--- config.mk ---
export PLATFORM = sky130hd
export DESIGN_NAME = fgn_front
export DESIGN_NICKNAME = d
export VERILOG_FILES = /design/src/rtl/fgn_pkg.sv /design/src/rtl/fgn_front.sv
export SDC_FILE = /design/constraint.sdc
export NUM_CORES = 1
export LEC_CHECK = 0
export BUFFER_PORTS_ARGS = -buffer_cell sky130_fd_sc_hd__buf_4
export CAP_MARGIN = 15
export CORE_ASPECT_RATIO = 0.6
export CORE_MARGIN = 4
export CORE_UTILIZATION = 50
export CTS_CLUSTER_SIZE = 16
export DETAILED_ROUTE_END_ITERATION = 10
export GPL_TIMING_DRIVEN = 0
export HOLD_SLACK_MARGIN = 0.1
export PLACE_DENSITY = 0.77
export SETUP_SLACK_MARGIN = 0.1
export SLEW_MARGIN = 40
export SYNTH_ARGS = -nofsm -noshare
export SYNTH_HDL_FRONTEND = slang
export SYNTH_SLANG_ARGS = --single-unit
--- constraint.sdc ---
create_clock -name clk -period 4.5 [get_ports clk]
set_clock_uncertainty 0.2 [all_clocks]
set_input_delay 0.45 -clock clk [delete_from_list [all_inputs] [get_ports clk]]
set_output_delay 0.45 -clock clk [all_outputs]
set_load 0.02 [all_outputs]
--- src/rtl/fgn_pkg.sv ---
// ----------------------------------------------------------------------------
// Fractal gradient noise package
// Shared types, constants and fixed-point helpers for the noise pipeline.
// ----------------------------------------------------------------------------
`default_nettype none
package fgn_pkg;

  localparam int MAX_OCTAVES = 8;
  localparam int FRAC_BITS   = 16;
  localparam int ACC_BITS    = 40;
  localparam int SUM_BITS    = 26;
  localparam int OUT_BITS    = 22;
  localparam int AMP_BITS    = FRAC_BITS + 1;

  localparam logic [1:0] REG_OCTAVES = 2'd0;
  localparam logic [1:0] REG_LACUN   = 2'd1;
  localparam logic [1:0] REG_PERSIST = 2'd2;

  localparam logic [1:0] CH_NONE = 2'd0;
  localparam logic [1:0] CH_ONE  = 2'd1;
  localparam logic [1:0] CH_TWO  = 2'd2;

  // Channel offsets, rounded to Q.16.
  localparam logic [31:0] OFF1_X = 32'd8649245;
  localparam logic [31:0] OFF1_Y = 32'd1388203;
  localparam logic [31:0] OFF1_Z = 32'd4654570;
  localparam logic [31:0] OFF2_X = 32'd15564276;
  localparam logic [31:0] OFF2_Y = 32'd729494;
  localparam logic [31:0] OFF2_Z = 32'd8724742;

  localparam logic [7:0] PERM [256] = '{
    8'd151,8'd160,8'd137,8'd91,8'd90,8'd15,8'd131,8'd13,8'd201,8'd95,8'd96,8'd53,
    8'd194,8'd233,8'd7,8'd225,8'd140,8'd36,8'd103,8'd30,8'd69,8'd142,8'd8,8'd99,
    8'd37,8'd240,8'd21,8'd10,8'd23,8'd190,8'd6,8'd148,8'd247,8'd120,8'd234,8'd75,
    8'd0,8'd26,8'd197,8'd62,8'd94,8'd252,8'd219,8'd203,8'd117,8'd35,8'd11,8'd32,
    8'd57,8'd177,8'd33,8'd88,8'd237,8'd149,8'd56,8'd87,8'd174,8'd20,8'd125,8'd136,
    8'd171,8'd168,8'd68,8'd175,8'd74,8'd165,8'd71,8'd134,8'd139,8'd48,8'd27,8'd166,
    8'd77,8'd146,8'd158,8'd231,8'd83,8'd111,8'd229,8'd122,8'd60,8'd211,8'd133,8'd230,
    8'd220,8'd105,8'd92,8'd41,8'd55,8'd46,8'd245,8'd40,8'd244,8'd102,8'd143,8'd54,
    8'd65,8'd25,8'd63,8'd161,8'd1,8'd216,8'd80,8'd73,8'd209,8'd76,8'd132,8'd187,
    8'd208,8'd89,8'd18,8'd169,8'd200,8'd196,8'd135,8'd130,8'd116,8'd188,8'd159,8'd86,
    8'd164,8'd100,8'd109,8'd198,8'd173,8'd186,8'd3,8'd64,8'd52,8'd217,8'd226,8'd250,
    8'd124,8'd123,8'd5,8'd202,8'd38,8'd147,8'd118,8'd126,8'd255,8'd82,8'd85,8'd212,
    8'd207,8'd206,8'd59,8'd227,8'd47,8'd16,8'd58,8'd17,8'd182,8'd189,8'd28,8'd42,
    8'd223,8'd183,8'd170,8'd213,8'd119,8'd248,8'd152,8'd2,8'd44,8'd154,8'd163,8'd70,
    8'd221,8'd153,8'd101,8'd155,8'd167,8'd43,8'd172,8'd9,8'd129,8'd22,8'd39,8'd253,
    8'd19,8'd98,8'd108,8'd110,8'd79,8'd113,8'd224,8'd232,8'd178,8'd185,8'd112,8'd104,
    8'd218,8'd246,8'd97,8'd228,8'd251,8'd34,8'd242,8'd193,8'd238,8'd210,8'd144,8'd12,
    8'd191,8'd179,8'd162,8'd241,8'd81,8'd51,8'd145,8'd235,8'd249,8'd14,8'd239,8'd107,
    8'd49,8'd192,8'd214,8'd31,8'd181,8'd199,8'd106,8'd157,8'd184,8'd84,8'd204,8'd176,
    8'd115,8'd121,8'd50,8'd45,8'd127,8'd4,8'd150,8'd254,8'd138,8'd236,8'd205,8'd93,
    8'd222,8'd114,8'd67,8'd29,8'd24,8'd72,8'd243,8'd141,8'd128,8'd195,8'd78,8'd66,
    8'd215,8'd61,8'd156,8'd180
  };

  typedef struct packed {
    logic signed [31:0] pos_x;
    logic signed [31:0] pos_y;
    logic signed [31:0] pos_z;
    logic [1:0]         channel;
  } fgn_req_t;

  typedef struct packed {
    logic signed [OUT_BITS-1:0] noise_sum;
    logic                       saturated;
  } fgn_res_t;

  // State handed from one octave cell to the next.
  typedef struct packed {
    logic                       valid;
    logic signed [ACC_BITS-1:0] px;
    logic signed [ACC_BITS-1:0] py;
    logic signed [ACC_BITS-1:0] pz;
    logic [AMP_BITS-1:0]        amp;
    logic signed [SUM_BITS-1:0] sum;
  } fgn_link_t;

  // Q.16 product, rounded half up.
  function automatic logic signed [31:0] fxm(input logic signed [23:0] a,
                                             input logic signed [23:0] b);
    logic signed [47:0] pr;
    pr = a * b + 48'sd32768;
    return pr[47:16];
  endfunction

  function automatic logic signed [18:0] grad(input logic [3:0] h,
                                              input logic signed [17:0] x,
                                              input logic signed [17:0] y,
                                              input logic signed [17:0] z);
    logic signed [18:0] u;
    logic signed [18:0] v;
    u = (h < 4'd8) ? 19'(x) : 19'(y);
    v = (h < 4'd4) ? 19'(y) : ((h == 4'd12 || h == 4'd14) ? 19'(x) : 19'(z));
    if (h[0]) u = -u;
    if (h[1]) v = -v;
    return u + v;
  endfunction

endpackage
`default_nettype wire

--- src/rtl/fgn_front.sv ---
// ----------------------------------------------------------------------------
// Fractal noise front stage
// Adds the channel offset and seeds the link for the first octave cell.
// ----------------------------------------------------------------------------
`default_nettype none
module fgn_front (
  input  wire logic             clk,
  input  wire logic             rst,
  input  wire logic             start,
  input  wire fgn_pkg::fgn_req_t req,
  output fgn_pkg::fgn_link_t    link
);
  import fgn_pkg::*;

  logic [31:0] ox, oy, oz;

  always_comb begin
    unique case (req.channel)
      CH_ONE: begin
        ox = OFF1_X; oy = OFF1_Y; oz = OFF1_Z;
      end
      CH_TWO: begin
        ox = OFF2_X; oy = OFF2_Y; oz = OFF2_Z;
      end
      default: begin
        ox = '0; oy = '0; oz = '0;
      end
    endcase
  end

  always_ff @(posedge clk) begin
    link.px  <= ACC_BITS'(req.pos_x) + $signed({8'd0, ox});
    link.py  <= ACC_BITS'(req.pos_y) + $signed({8'd0, oy});
    link.pz  <= ACC_BITS'(req.pos_z) + $signed({8'd0, oz});
    link.amp <= AMP_BITS'(1 << FRAC_BITS);
    link.sum <= '0;
    if (rst) begin
      link.valid <= 1'b0;
    end else begin
      link.valid <= start;
    end
  end

endmodule
`default_nettype wire

# Word-level counts from Yosys, hierarchy flattened
# Cells that the tools add are included.
[classes]
n_mux = 3
eq_ne = 2
n_addsub = 3
[op_table]
columns = ["operator", "count"]
rows = [
  ["one-hot mux 24 bit (2 select lines)", 2],
  ["adder 32 x 25 -> 33 bit", 2],
  ["one-hot mux 21 bit (2 select lines)", 1],
  ["adder 32 x 22 -> 33 bit", 1],
  ["equality test 2 x 1 -> 1 bit, second input constant", 1],
  ["equality test 2 bit, second input constant", 1],
]
[word_totals]
wordCells = 12
out_inout_bits = 164
reg_bits = 100
in_bits = 101

# Logic depth before layout (Yosys ltp)
# Gate-level depths: netlist of run 1.
[logic_depth]
word_depth = 3
depth_mapped = 17
ltp_nobuf = 13

# Least setup slack after synthesis of run 1
# OpenSTA, ideal clock, no wires.
[synth_timing]
kind = "input-to-reg"
start = "in req[0] in the netlist's numbering"
end = "reg link[68] in the netlist's numbering"
arrival_ns = 3.352
slack_ns = 0.830
cell_stages = 17
setup_time_ns = 0.118
t_required_ns = 4.182
n_path_buf = 5
cell_sequence = "inv_1 ha_1 buf_6 buf_6 buf_2 buf_2 buf_1 xor2_1 ha_1 a21o_1 a32oi_1 a2111oi_2 o21bai_1 a21oi_2 a31oi_1 nand2b_1 xnor2_1"
[synth_between]
elab_chain_cells = 3
word_cells_on_any_way = 4
classes_between = "add/sub: 1; eq/ne: 2; mux: 1"
[synth_rtl]
columns = ["element", "line_no", "text"]
rows = [
  ["start, declared", "fgn_front.sv:10", "input wire fgn_pkg::fgn_req_t req,"],
  ["equality test 2 bit / equality test 2 x 1 -> 1 bit (equally long branches)", "fgn_front.sv:18", "unique case (req.channel)"],
  ["one-hot mux 24 bit (2 select lines) *", "fgn_front.sv:18", ""],
  ["adder 32 x 25 -> 33 bit *", "fgn_front.sv:34", "link.pz <= ACC_BITS'(req.pos_z) + $signed({8'd0, oz});"],
  ["end, declared", "fgn_front.sv:11", "output fgn_pkg::fgn_link_t link"],
]
# Mark *: on every way between the ends. The rest lies on a longest branch, timed or not.
# A chain may end at the register's enable or synchronous reset.

# Worst setup path after layout of run 1
[layout_timing]
start = "in req[1] in the netlist's numbering"
end = "reg link[111] in the netlist's numbering"
[layout_between]
elab_chain_cells = 3
word_cells_on_any_way = 4
classes_between = "add/sub: 1; eq/ne: 2; mux: 1"
[layout_rtl]
columns = ["element", "line_no", "text"]
rows = [
  ["equality test 2 bit / equality test 2 x 1 -> 1 bit (equally long branches)", "fgn_front.sv:18", ""],
  ["one-hot mux 21 bit (2 select lines) *", "fgn_front.sv:18", ""],
  ["adder 32 x 22 -> 33 bit *", "fgn_front.sv:33", "link.py <= ACC_BITS'(req.pos_y) + $signed({8'd0, oy});"],
]
# Marked as above.

==> flow_metrics.env, run 1 <==
export IMPL_run_status="complete, no violations"
export IMPL_postSynthAreaPerCell_um2=8.356
export IMPL_timing_final_crit_share=0.9182
export IMPL_rsz0062_at_grt="no"
export IMPL_final_max_slew_violation_count=0
export IMPL_timing_hold_worst_class="primary input to register"
export IMPL_critical_path_slowest_cell="sky130_fd_sc_hd__fa_1"
export IMPL_cpMostUsedCell="sky130_fd_sc_hd__nand2_1"
export IMPL_area_growth_synth_to_final_pct=34.19
export IMPL_irDropWorstVdd_mv=0.1880
export IMPL_fillCellCount=1167
export IMPL_wl_per_cell_um=16.62
export IMPL_placed_cells_incl_taps=1280
export IMPL_finalCriticalPeriod_ns=4.132
export IMPL_ys_dominant_reg_cell="sky130_fd_sc_hd__dfxtp_1"
export IMPL_crit_type="primary input to register"
export IMPL_worstPathRequired_ns=4.56
export IMPL_achievable_frequency_mhz=242.0
export IMPL_antenna_violating_nets_post_route=0
export IMPL_path_cells="buf_4 > inv_1 > ha_1 > buf_2 > clkbuf_2 > clkbuf_4 > nand2_1 > fa_1 > o21bai_1 > a221oi_2 > o31ai_4 > nand2_1 > a31oi_1 > a31oi_2 > nor2_1 > xor2_1"
export IMPL_final_layout_size_suffix_gt1_frac=0.3097
export IMPL_layoutNonFillerInstCount=1306
export IMPL_synthesis_instances=837
export IMPL_timing_slew_headroom=0.4336
export IMPL_crit_fanout=10
export IMPL_placementRows=33
export IMPL_hpwlAfterDp_um=17040
export IMPL_setup_bufs_post_cts=0
export IMPL_largest_net_degree_at_the_start_of_global_routing=17
export IMPL_route_final_wire_length_um=21710
export IMPL_place_gp_congestion=0.9463
export IMPL_clockRootBuffer="sky130_fd_sc_hd__clkbuf_16"
export IMPL_post_route_cell_area_um2=9385
export IMPL_timing_critical_path_max_delay_family="compound AO/OA/AOI/OAI gates"
export IMPL_first_pass_grt_wire_length_um=33890
export IMPL_cts_sinks=100
export IMPL_tritoncts="yes"
export IMPL_max_slew_worst_pin_slew_ns=0.8486
export IMPL_drtIter0Drc=526
export IMPL_route_vias_total=6873
export IMPL_slowest_delay_ns=0.45
export IMPL_ys_seq_area_frac=0.2862
export IMPL_cts_htree_levels=3
export IMPL_grt_antenna_before_repair=0
export IMPL_ys_ff_latch=100
export IMPL_max_cap_viol_count=0
export IMPL_detail_route_vias_per_cell=5.263
export IMPL_registers_top_by_ff_count="link"
export IMPL_clk_pin_slew_ns=0.07
export IMPL_cts_buffers_inserted=9
export IMPL_design_portCount=265
export IMPL_final_standard_cell_utilization_of_the_core=0.6867
export IMPL_cts_max_path_buffers=2
export IMPL_share_of_synthesized_registers_carrying_an_async_set_or_reset=0
export IMPL_setup_violations=0
export IMPL_final_setup_tns_ns=0
export IMPL_worstPathArrival_ns=4.19
export IMPL_finalHoldViolCount=0
export IMPL_synth_lib_cells_used_distinct=80
export IMPL_netlist_area_um2=6994
export IMPL_critical_path_endpoint_type="register"
export IMPL_static_leakage_power_nw=4.399
export IMPL_n_antenna_cell=0
export IMPL_placed_cell_area_um2=8965
export IMPL_finish_net_count=1235
export IMPL_synth_enable_flop_cells=0
export IMPL_dr_pass1_iters=5
export IMPL_power_density_nw_per_um2=321.6
export IMPL_first_global_vias=6302
export IMPL_design_core_area_um2=13670
export IMPL_yosys_warnings=0
export IMPL_gr_total_overflow=0
export IMPL_largest_register_ffs=100
export IMPL_floorplan_initialDensity=0.5118
export IMPL_worstPathBufferInverterCount=5
export IMPL_die_x_um=160.7
export IMPL_critPathLaunchType="primary input"
export IMPL_largest_registers="link: 100 flops"
export IMPL_global_route_usage_total=0.2600
export IMPL_die_area_um2=16010
export IMPL_die_y_um=99.62
export IMPL_port_buffer_count=210
export IMPL_remaining_drc_errors=0
## path summary, 6_finish.rpt
check / startpoint / slack (ns) / depth (start not counted) / endpoint
min: req[27] / 0.11 / 2 / link[68]
max: req[1] / 0.37 / 16 / link[111]
## layer usage
layer | part of all wire | GRT usage | wire, um | vias up
met4 | 0.0042 | 0.02490 | 91 | 0
met1 | 0.47 | 0.3831 | 10150 | 3130
met5 | 0 | 0 | 0 | -
li1 | - | - | - | 3384
met3 | 0.12 | 0.08613 | 2543 | 9
met2 | 0.41 | 0.3828 | 8920 | 350
## where the power goes
group | internal (mW) | switching, mW
sequential | 1.02 | 0.0442
combinational | 0.495 | 0.665
clock | 0.447 | 0.344
## Yosys cell counts, drive strengths merged, types with 9 or more instances
cell	number	area, um^2
a21o	16	121.4
xor2	51	461.7
nor3	11	76.33
a21oi	46	234.0
ha	23	287.8
xnor2	64	560.5
a221oi	10	93.84
a22o	10	87.58
clkbuf	18	67.56
dfxtp	100	2002
nor3b	9	72.57
nand2b	15	93.84
nor2	53	201.5
and3	12	75.07
a31oi	20	150.1
inv	21	78.83
nand2	72	270.3
o21ai	41	205.2
buf	88	631.9
nand3	32	160.2
## placed cells by master, fill, tap and decap left out, drive strengths merged, types with 15 or more instances in the layout
| cell | synthesis | layout |
|---|---|---|
| dfxtp | 100 | 100 |
| conb | 2 | 43 |
| a21o | 16 | 16 |
| nand2b | 15 | 15 |
| a31oi | 20 | 20 |
| buf | 88 | 295 |
| nand2 | 72 | 72 |
| o21ai | 41 | 41 |
| inv | 21 | 23 |
| nand3 | 32 | 32 |
| xor2 | 51 | 51 |
| clkbuf | 18 | 30 |
| ha | 23 | 23 |
| xnor2 | 64 | 64 |
| a21oi | 46 | 46 |
| nor2 | 53 | 53 |
## timing repair
action / in CTS / in global routing
pin swaps: 0 / 0
hold buffers: 12 / 0
setup endpoints to repair: 8 / 13
endpoints found under the hold margin: 12 / 0
gates cloned: 0 / 0
resized for setup: 1 / 2
## per-stage QoR
| stage | total power, mW | setup WS [ns] | hold WS, ns |
|---|---|---|---|
| floorplan | 1.777 | 0.8298 | 0.2777 |
| global placement | 2.212 | -0.4447 | 0.3551 |
| detailed placement | 2.223 | -0.4547 | 0.3569 |
| CTS | 3.033 | 0.1402 | 0.1041 |
| global route | 3.169 | 0.1715 | 0.1018 |
| finish | 3.018 | 0.3680 | 0.1097 |
## layout make-up
type | count | area, um^2 | area share
multi-input combinational | 651 | 4368 | 0.4654
tap | 192 | 240.2 | 0.02560
clock buffer | 10 | 239.0 | 0.02546
clock inverter | 5 | 60.06 | 0.006399
sequential | 100 | 2002 | 0.2133
timing repair buffer | 222 | 1697 | 0.1808
buffer | 105 | 700.7 | 0.07466
inverter | 21 | 78.83 | 0.008399
## cells by family after synthesis
group / synth area share
mux: 0.005725
compound gates: 0.2165
flops: 0.2862
simple gates: 0.1891
fa+ha+maj: 0.04401
other cells: 0.001074
buf+inv: 0.1113
xor+xnor: 0.1462
No activity file was read; power rests on OpenSTA's default activity.
==> run 2: changes to the inputs <==
--- a/config.mk
+++ b/config.mk
@@ -5,16 +5,16 @@
 export SDC_FILE = /design/constraint.sdc
 export NUM_CORES = 1
 export LEC_CHECK = 0
-export BUFFER_PORTS_ARGS = -buffer_cell sky130_fd_sc_hd__buf_4
 export CAP_MARGIN = 15
 export CORE_ASPECT_RATIO = 0.6
 export CORE_MARGIN = 4
-export CORE_UTILIZATION = 50
+export CORE_UTILIZATION = 55
 export CTS_CLUSTER_SIZE = 16
 export DETAILED_ROUTE_END_ITERATION = 10
+export DONT_BUFFER_PORTS = 1
 export GPL_TIMING_DRIVEN = 0
 export HOLD_SLACK_MARGIN = 0.1
-export PLACE_DENSITY = 0.77
+export PLACE_DENSITY = 0.66
 export SETUP_SLACK_MARGIN = 0.1
 export SLEW_MARGIN = 40
 export SYNTH_ARGS = -nofsm -noshare
==> flow_metrics.env, run 2 (synthesis gave the netlist of run 1 again) <==
export IMPL_irDropWorstVdd_mv=0.2036
export IMPL_gr_total_overflow=0
export IMPL_final_standard_cell_utilization_of_the_core=0.6651
export IMPL_timing_hold_worst_class="primary input to register"
export IMPL_setup_violations=0
export IMPL_crit_type="primary input to register"
export IMPL_cts_sinks=100
export IMPL_fillCellCount=1038
export IMPL_path_cells="inv_1 > ha_1 > buf_6 > buf_6 > buf_2 > buf_2 > clkbuf_2 > xor2_1 > ha_1 > a21o_1 > a32oi_1 > a2111oi_2 > o21bai_1 > nand2_1 > nand2_1 > xnor2_1 > dlygate4sd3_1"
export IMPL_floorplan_initialDensity=0.5706
export IMPL_holdWs_ns=0.1123
export IMPL_design_core_area_um2=12260
export IMPL_critical_path_endpoint_type="register"
export IMPL_first_pass_grt_wire_length_um=33220
export IMPL_placed_cell_area_um2=7355
export IMPL_final_cell_mix="sky130_fd_sc_hd__dfxtp_1 (100), sky130_fd_sc_hd__nand2_1 (72), sky130_fd_sc_hd__buf_4 (65)"
export IMPL_timing_final_crit_share=0.9339
export IMPL_largest_net_degree_at_the_start_of_global_routing=19
export IMPL_timing_slew_headroom=0.4200
export IMPL_die_area_um2=14640
export IMPL_finish_net_count=1065
export IMPL_drtIter0Drc=616
export IMPL_rsz0062_at_grt="yes"
export IMPL_place_gp_congestion=0.9565
export IMPL_largest_register_ffs=100
export IMPL_max_cap_viol_count=0
export IMPL_achievable_frequency_mhz=238.0
export IMPL_dr_pass1_iters=5
export IMPL_registers_top_by_ff_count="link"
export IMPL_max_slew_worst_pin_slew_ns=0.8690
export IMPL_post_route_cell_area_um2=8152
export IMPL_remaining_drc_errors=0
export IMPL_clockRootBuffer="sky130_fd_sc_hd__clkbuf_16"
export IMPL_worstPathArrival_ns=4.24
export IMPL_die_y_um=95.35
export IMPL_tritoncts="yes"
export IMPL_cts_max_path_buffers=2
export IMPL_wl_per_cell_um=19.29
export IMPL_first_global_vias=6389
export IMPL_antenna_violating_nets_post_route=0
export IMPL_route_final_wire_length_um=21410
export IMPL_crit_fanout=10
export IMPL_run_status="complete, no violations"
export IMPL_port_buffer_count=0
export IMPL_final_common_cell="sky130_fd_sc_hd__dfxtp_1"
export IMPL_critical_path_slowest_cell="sky130_fd_sc_hd__dlygate4sd3_1"
export IMPL_largest_registers="link: 100 flops"
export IMPL_grt_antenna_before_repair=0
export IMPL_global_route_usage_total=0.2808
export IMPL_cts_buffers_inserted=9
export IMPL_worstPathRequired_ns=4.54
export IMPL_die_x_um=153.6
export IMPL_timing_critical_path_max_delay_family="buffers and inverters"
export IMPL_power_density_nw_per_um2=332.2
export IMPL_hpwlAfterDp_um=15980
export IMPL_cts_htree_levels=3
export IMPL_critPathLaunchType="primary input"
export IMPL_design_portCount=265
export IMPL_slowest_delay_ns=0.55
export IMPL_finalCriticalPeriod_ns=4.203
export IMPL_static_leakage_power_nw=3.548
export IMPL_clk_pin_slew_ns=0.07
export IMPL_placementRows=31
export IMPL_n_antenna_cell=0
export IMPL_final_max_slew_violation_count=0
export IMPL_finalHoldViolCount=0
export IMPL_worstPathBufferInverterCount=7
export IMPL_setup_bufs_post_cts=0
export IMPL_detail_route_vias_per_cell=5.884
export IMPL_area_growth_synth_to_final_pct=16.55
export IMPL_route_vias_total=6531
export IMPL_final_layout_size_suffix_gt1_frac=0.1450
==> run 2: changes by cell type in the layout (fill, tap and decap cells not counted) <==
| cell | before | now |
|---|---|---|
| sky130_fd_sc_hd__buf_2 | 10 | 11 |
| sky130_fd_sc_hd__clkinv_4 | 0 | 1 |
| sky130_fd_sc_hd__bufinv_16 | 1 | 0 |
| sky130_fd_sc_hd__inv_8 | 0 | 1 |
| sky130_fd_sc_hd__buf_4 | 275 | 65 |
| sky130_fd_sc_hd__clkbuf_4 | 1 | 0 |
| sky130_fd_sc_hd__clkbuf_2 | 1 | 2 |
| sky130_fd_sc_hd__clkinvlp_4 | 1 | 2 |
| sky130_fd_sc_hd__dlygate4sd3_1 | 12 | 51 |
| sky130_fd_sc_hd__clkbuf_8 | 1 | 0 |
==> run 2: power by group <==
part	total [mW]	internal (mW)	switching, mW
Combinational	0.698	0.296	0.402
Sequential	1.26	1.02	0.238
Clock	0.747	0.383	0.364
Total	2.71	1.70	1.00
==> run 2: cell type report <==
cell class / count / area [um^2] / share of cell area
inverters: 21 / 78.83 / 0.009670
repair buffers: 51 / 510.5 / 0.06262
flip-flops and latches: 100 / 2002 / 0.2456
clock inverters: 7 / 57.56 / 0.007061
multi-input cells: 651 / 4368 / 0.5358
plain buffers: 106 / 703.2 / 0.08626
clock buffers: 9 / 225.2 / 0.02763
well taps: 165 / 206.4 / 0.02533
==> run 2: final timing paths <==
kind / from / endpoint / slack, ns / cells after the start
worst max-delay path: req[0] / link[58] / 0.30 / 17
worst min-delay path: req[57] / link[108] / 0.11 / 2
==> run 2: per-layer routing <==
layer  track usage  up-vias  routed length [um]
li1              -     3057                   -
met1        0.3788     3050                9175
met2        0.4541      393                9631
met3       0.08345       31                2378
met4       0.05143        0                 224
met5             0        -                   0
==> run 2: metrics by stage <==
step	setup slack (ns)	instances	total power [mW]	TNS (ns)
finish	0.2975	1110	2.708	0
global route	0.06755	1110	2.832	0
CTS	0.1102	1110	2.706	0
detailed placement	-0.3857	1043	1.919	-3.232
global placement	-0.2779	1043	1.908	-1.881
floorplan	0.8298	878	1.777	0
==> run 2: what timing repair did <==
action                                 CTS  global route
hold buffers                            51             0
gates resized for setup                  1             2
endpoints found under the hold margin   46             0
pin swaps                                0             0
setup endpoints to repair                6            11
==> run 3: changes to the inputs <==
--- a/config.mk
+++ b/config.mk
@@ -6,7 +6,7 @@
 export NUM_CORES = 1
 export LEC_CHECK = 0
 export CAP_MARGIN = 15
-export CORE_ASPECT_RATIO = 0.6
+export CORE_ASPECT_RATIO = 1.25
 export CORE_MARGIN = 4
 export CORE_UTILIZATION = 55
 export CTS_CLUSTER_SIZE = 16
==> flow_metrics.env, run 3 (synthesis gave the netlist of run 1 again) <==
export IMPL_run_status="complete, no violations"
export IMPL_power_report_internal_total_mw=1.708
export IMPL_clkPwrFrac=0.281
export IMPL_power_frac_comb=0.250
export IMPL_die_area_um2=14600
export IMPL_final_cell_mix="sky130_fd_sc_hd__dfxtp_1 (100), sky130_fd_sc_hd__nand2_1 (72), sky130_fd_sc_hd__buf_4 (65)"
export IMPL_placementRows=45
export IMPL_port_buffer_count=0
export IMPL_irDropWorstVdd_mv=0.2247
export IMPL_n_antenna_cell=0
export IMPL_drtIter0Drc=431
export IMPL_route_final_wire_length_um=19760
export IMPL_critPathLaunchType="primary input"
export IMPL_timing_hold_worst_class="primary input to register"
export IMPL_die_x_um=108.9
export IMPL_design_portCount=265
export IMPL_grt_antenna_before_repair=0
export IMPL_finish_net_count=1063
export IMPL_finalHoldViolCount=0
export IMPL_fillCellCount=1065
export IMPL_seq_power_share=0.469
export IMPL_route_vias_total=6325
export IMPL_first_pass_grt_wire_length_um=30880
export IMPL_global_route_usage_total=0.2620
export IMPL_layoutNonFillerInstCount=1107
export IMPL_remaining_drc_errors=0
export IMPL_cts_sinks=100
export IMPL_achievable_frequency_mhz=249.4
export IMPL_rsz0062_at_grt="no"
export IMPL_largest_register_ffs=100
export IMPL_cts_htree_levels=3
export IMPL_clk_pin_slew_ns=0.07
export IMPL_largest_net_degree_at_the_start_of_global_routing=20
export IMPL_antenna_violating_nets_post_route=0
export IMPL_critical_path_endpoint_type="register"
export IMPL_detail_route_vias_per_cell=5.714
export IMPL_post_route_cell_area_um2=8143
export IMPL_largest_registers="link: 100 flops"
export IMPL_die_y_um=134.1
export IMPL_final_max_slew_violation_count=0
export IMPL_floorplan_initialDensity=0.5698
export IMPL_crit_type="primary input to register"
export IMPL_design_core_area_um2=12270
export IMPL_max_slew_worst_pin_slew_ns=0.7752
export IMPL_cts_max_path_buffers=2
export IMPL_crit_fanout=10
export IMPL_placed_cells_incl_taps=1042
export IMPL_power_density_nw_per_um2=330.8
export IMPL_netSwitchingFraction=0.3660
export IMPL_gr_total_overflow=0
export IMPL_clockRootBuffer="sky130_fd_sc_hd__clkbuf_16"
export IMPL_worstPathArrival_ns=4.09
export IMPL_final_common_cell="sky130_fd_sc_hd__dfxtp_1"
export IMPL_cts_buffers_inserted=9
export IMPL_finalCriticalPeriod_ns=4.010
export IMPL_dr_pass1_iters=5
export IMPL_placed_cell_area_um2=7353
export IMPL_place_gp_congestion=0.8975
export IMPL_timing_final_crit_share=0.8911
export IMPL_tritoncts="yes"
export IMPL_final_standard_cell_utilization_of_the_core=0.6634
export IMPL_wl_per_cell_um=17.85
export IMPL_static_leakage_power_nw=3.546
export IMPL_sw_pwr_mw=0.9858
export IMPL_hpwlAfterDp_um=14940
export IMPL_max_cap_viol_count=0
export IMPL_setup_violations=0
export IMPL_timing_slew_headroom=0.4827
export IMPL_area_growth_synth_to_final_pct=16.42
export IMPL_registers_top_by_ff_count="link"
export IMPL_first_global_vias=6287
export IMPL_final_layout_size_suffix_gt1_frac=0.1432
export IMPL_worstPathRequired_ns=4.58
## run 3: metal layers
layer | up-vias | track usage | share of wire
met5 | - | 0 | 0
met2 | 311 | 0.4570 | 0.49
li1 | 3049 | - | -
met3 | 44 | 0.07511 | 0.097
met1 | 2921 | 0.2919 | 0.38
met4 | 0 | 0.1151 | 0.031
## run 3: layout make-up
type	count	area [um^2]	share of cell area
flip-flops and latches	100	2002	0.2459
clock inverters	7	66.31	0.008144
repair buffers	50	500.5	0.06146
plain buffers	105	696.9	0.08559
clock buffers	9	225.2	0.02766
inverters	21	78.83	0.009680
well taps	164	205.2	0.02520
multi-input cells	651	4368	0.5364
## run 3: worst paths after layout
check	from	cells past startpoint	endpoint
min	req[32]	2	link[75]
max	req[1]	15	link[113]
## run 3: power by group through the flow
stage | clock network, mW | registers [mW] | logic (mW)
2_1_floorplan | 0 | 1.26 | 0.522
3_3_place_gp | 0 | 1.29 | 0.616
3_5_place_dp | 0 | 1.29 | 0.626
4_1_cts | 0.774 | 1.27 | 0.670
5_1_grt | 0.811 | 1.28 | 0.743
6_report | 0.756 | 1.26 | 0.674
## run 3: critical path, stage by stage
cell and delay, ns:
sky130_fd_sc_hd__inv_1 0.05, sky130_fd_sc_hd__ha_1 0.27, sky130_fd_sc_hd__buf_2 0.32, sky130_fd_sc_hd__buf_1 0.41, sky130_fd_sc_hd__clkbuf_2 0.35, sky130_fd_sc_hd__nand2_1 0.10
sky130_fd_sc_hd__fa_1 0.44, sky130_fd_sc_hd__o21bai_1 0.19, sky130_fd_sc_hd__a221oi_2 0.12, sky130_fd_sc_hd__o31ai_4 0.35, sky130_fd_sc_hd__nand2_1 0.09, sky130_fd_sc_hd__a31oi_1 0.34
sky130_fd_sc_hd__a31oi_2 0.23, sky130_fd_sc_hd__nor2_1 0.20, sky130_fd_sc_hd__xor2_1 0.16
## run 3: per-stage QoR
stage	hold slack (ns)	setup slack, ns	power, mW	setup TNS [ns]
floorplan	0.2777	0.8298	1.777	0
global placement	0.2778	-0.03584	1.902	-0.06685
detailed placement	0.2778	-0.09510	1.912	-0.2432
CTS	0.1002	0.2607	2.711	0
global route	0.1109	0.2102	2.831	0
finish	0.1047	0.4899	2.693	0
## run 3: what timing repair did
action / 4_1_cts / 5_1_grt
buffers inserted: 0 / 0
endpoints found under the hold margin: 46 / 0
hold buffers: 50 / 0
endpoints found under the setup margin: 0 / 8
resized for setup: 0 / 1
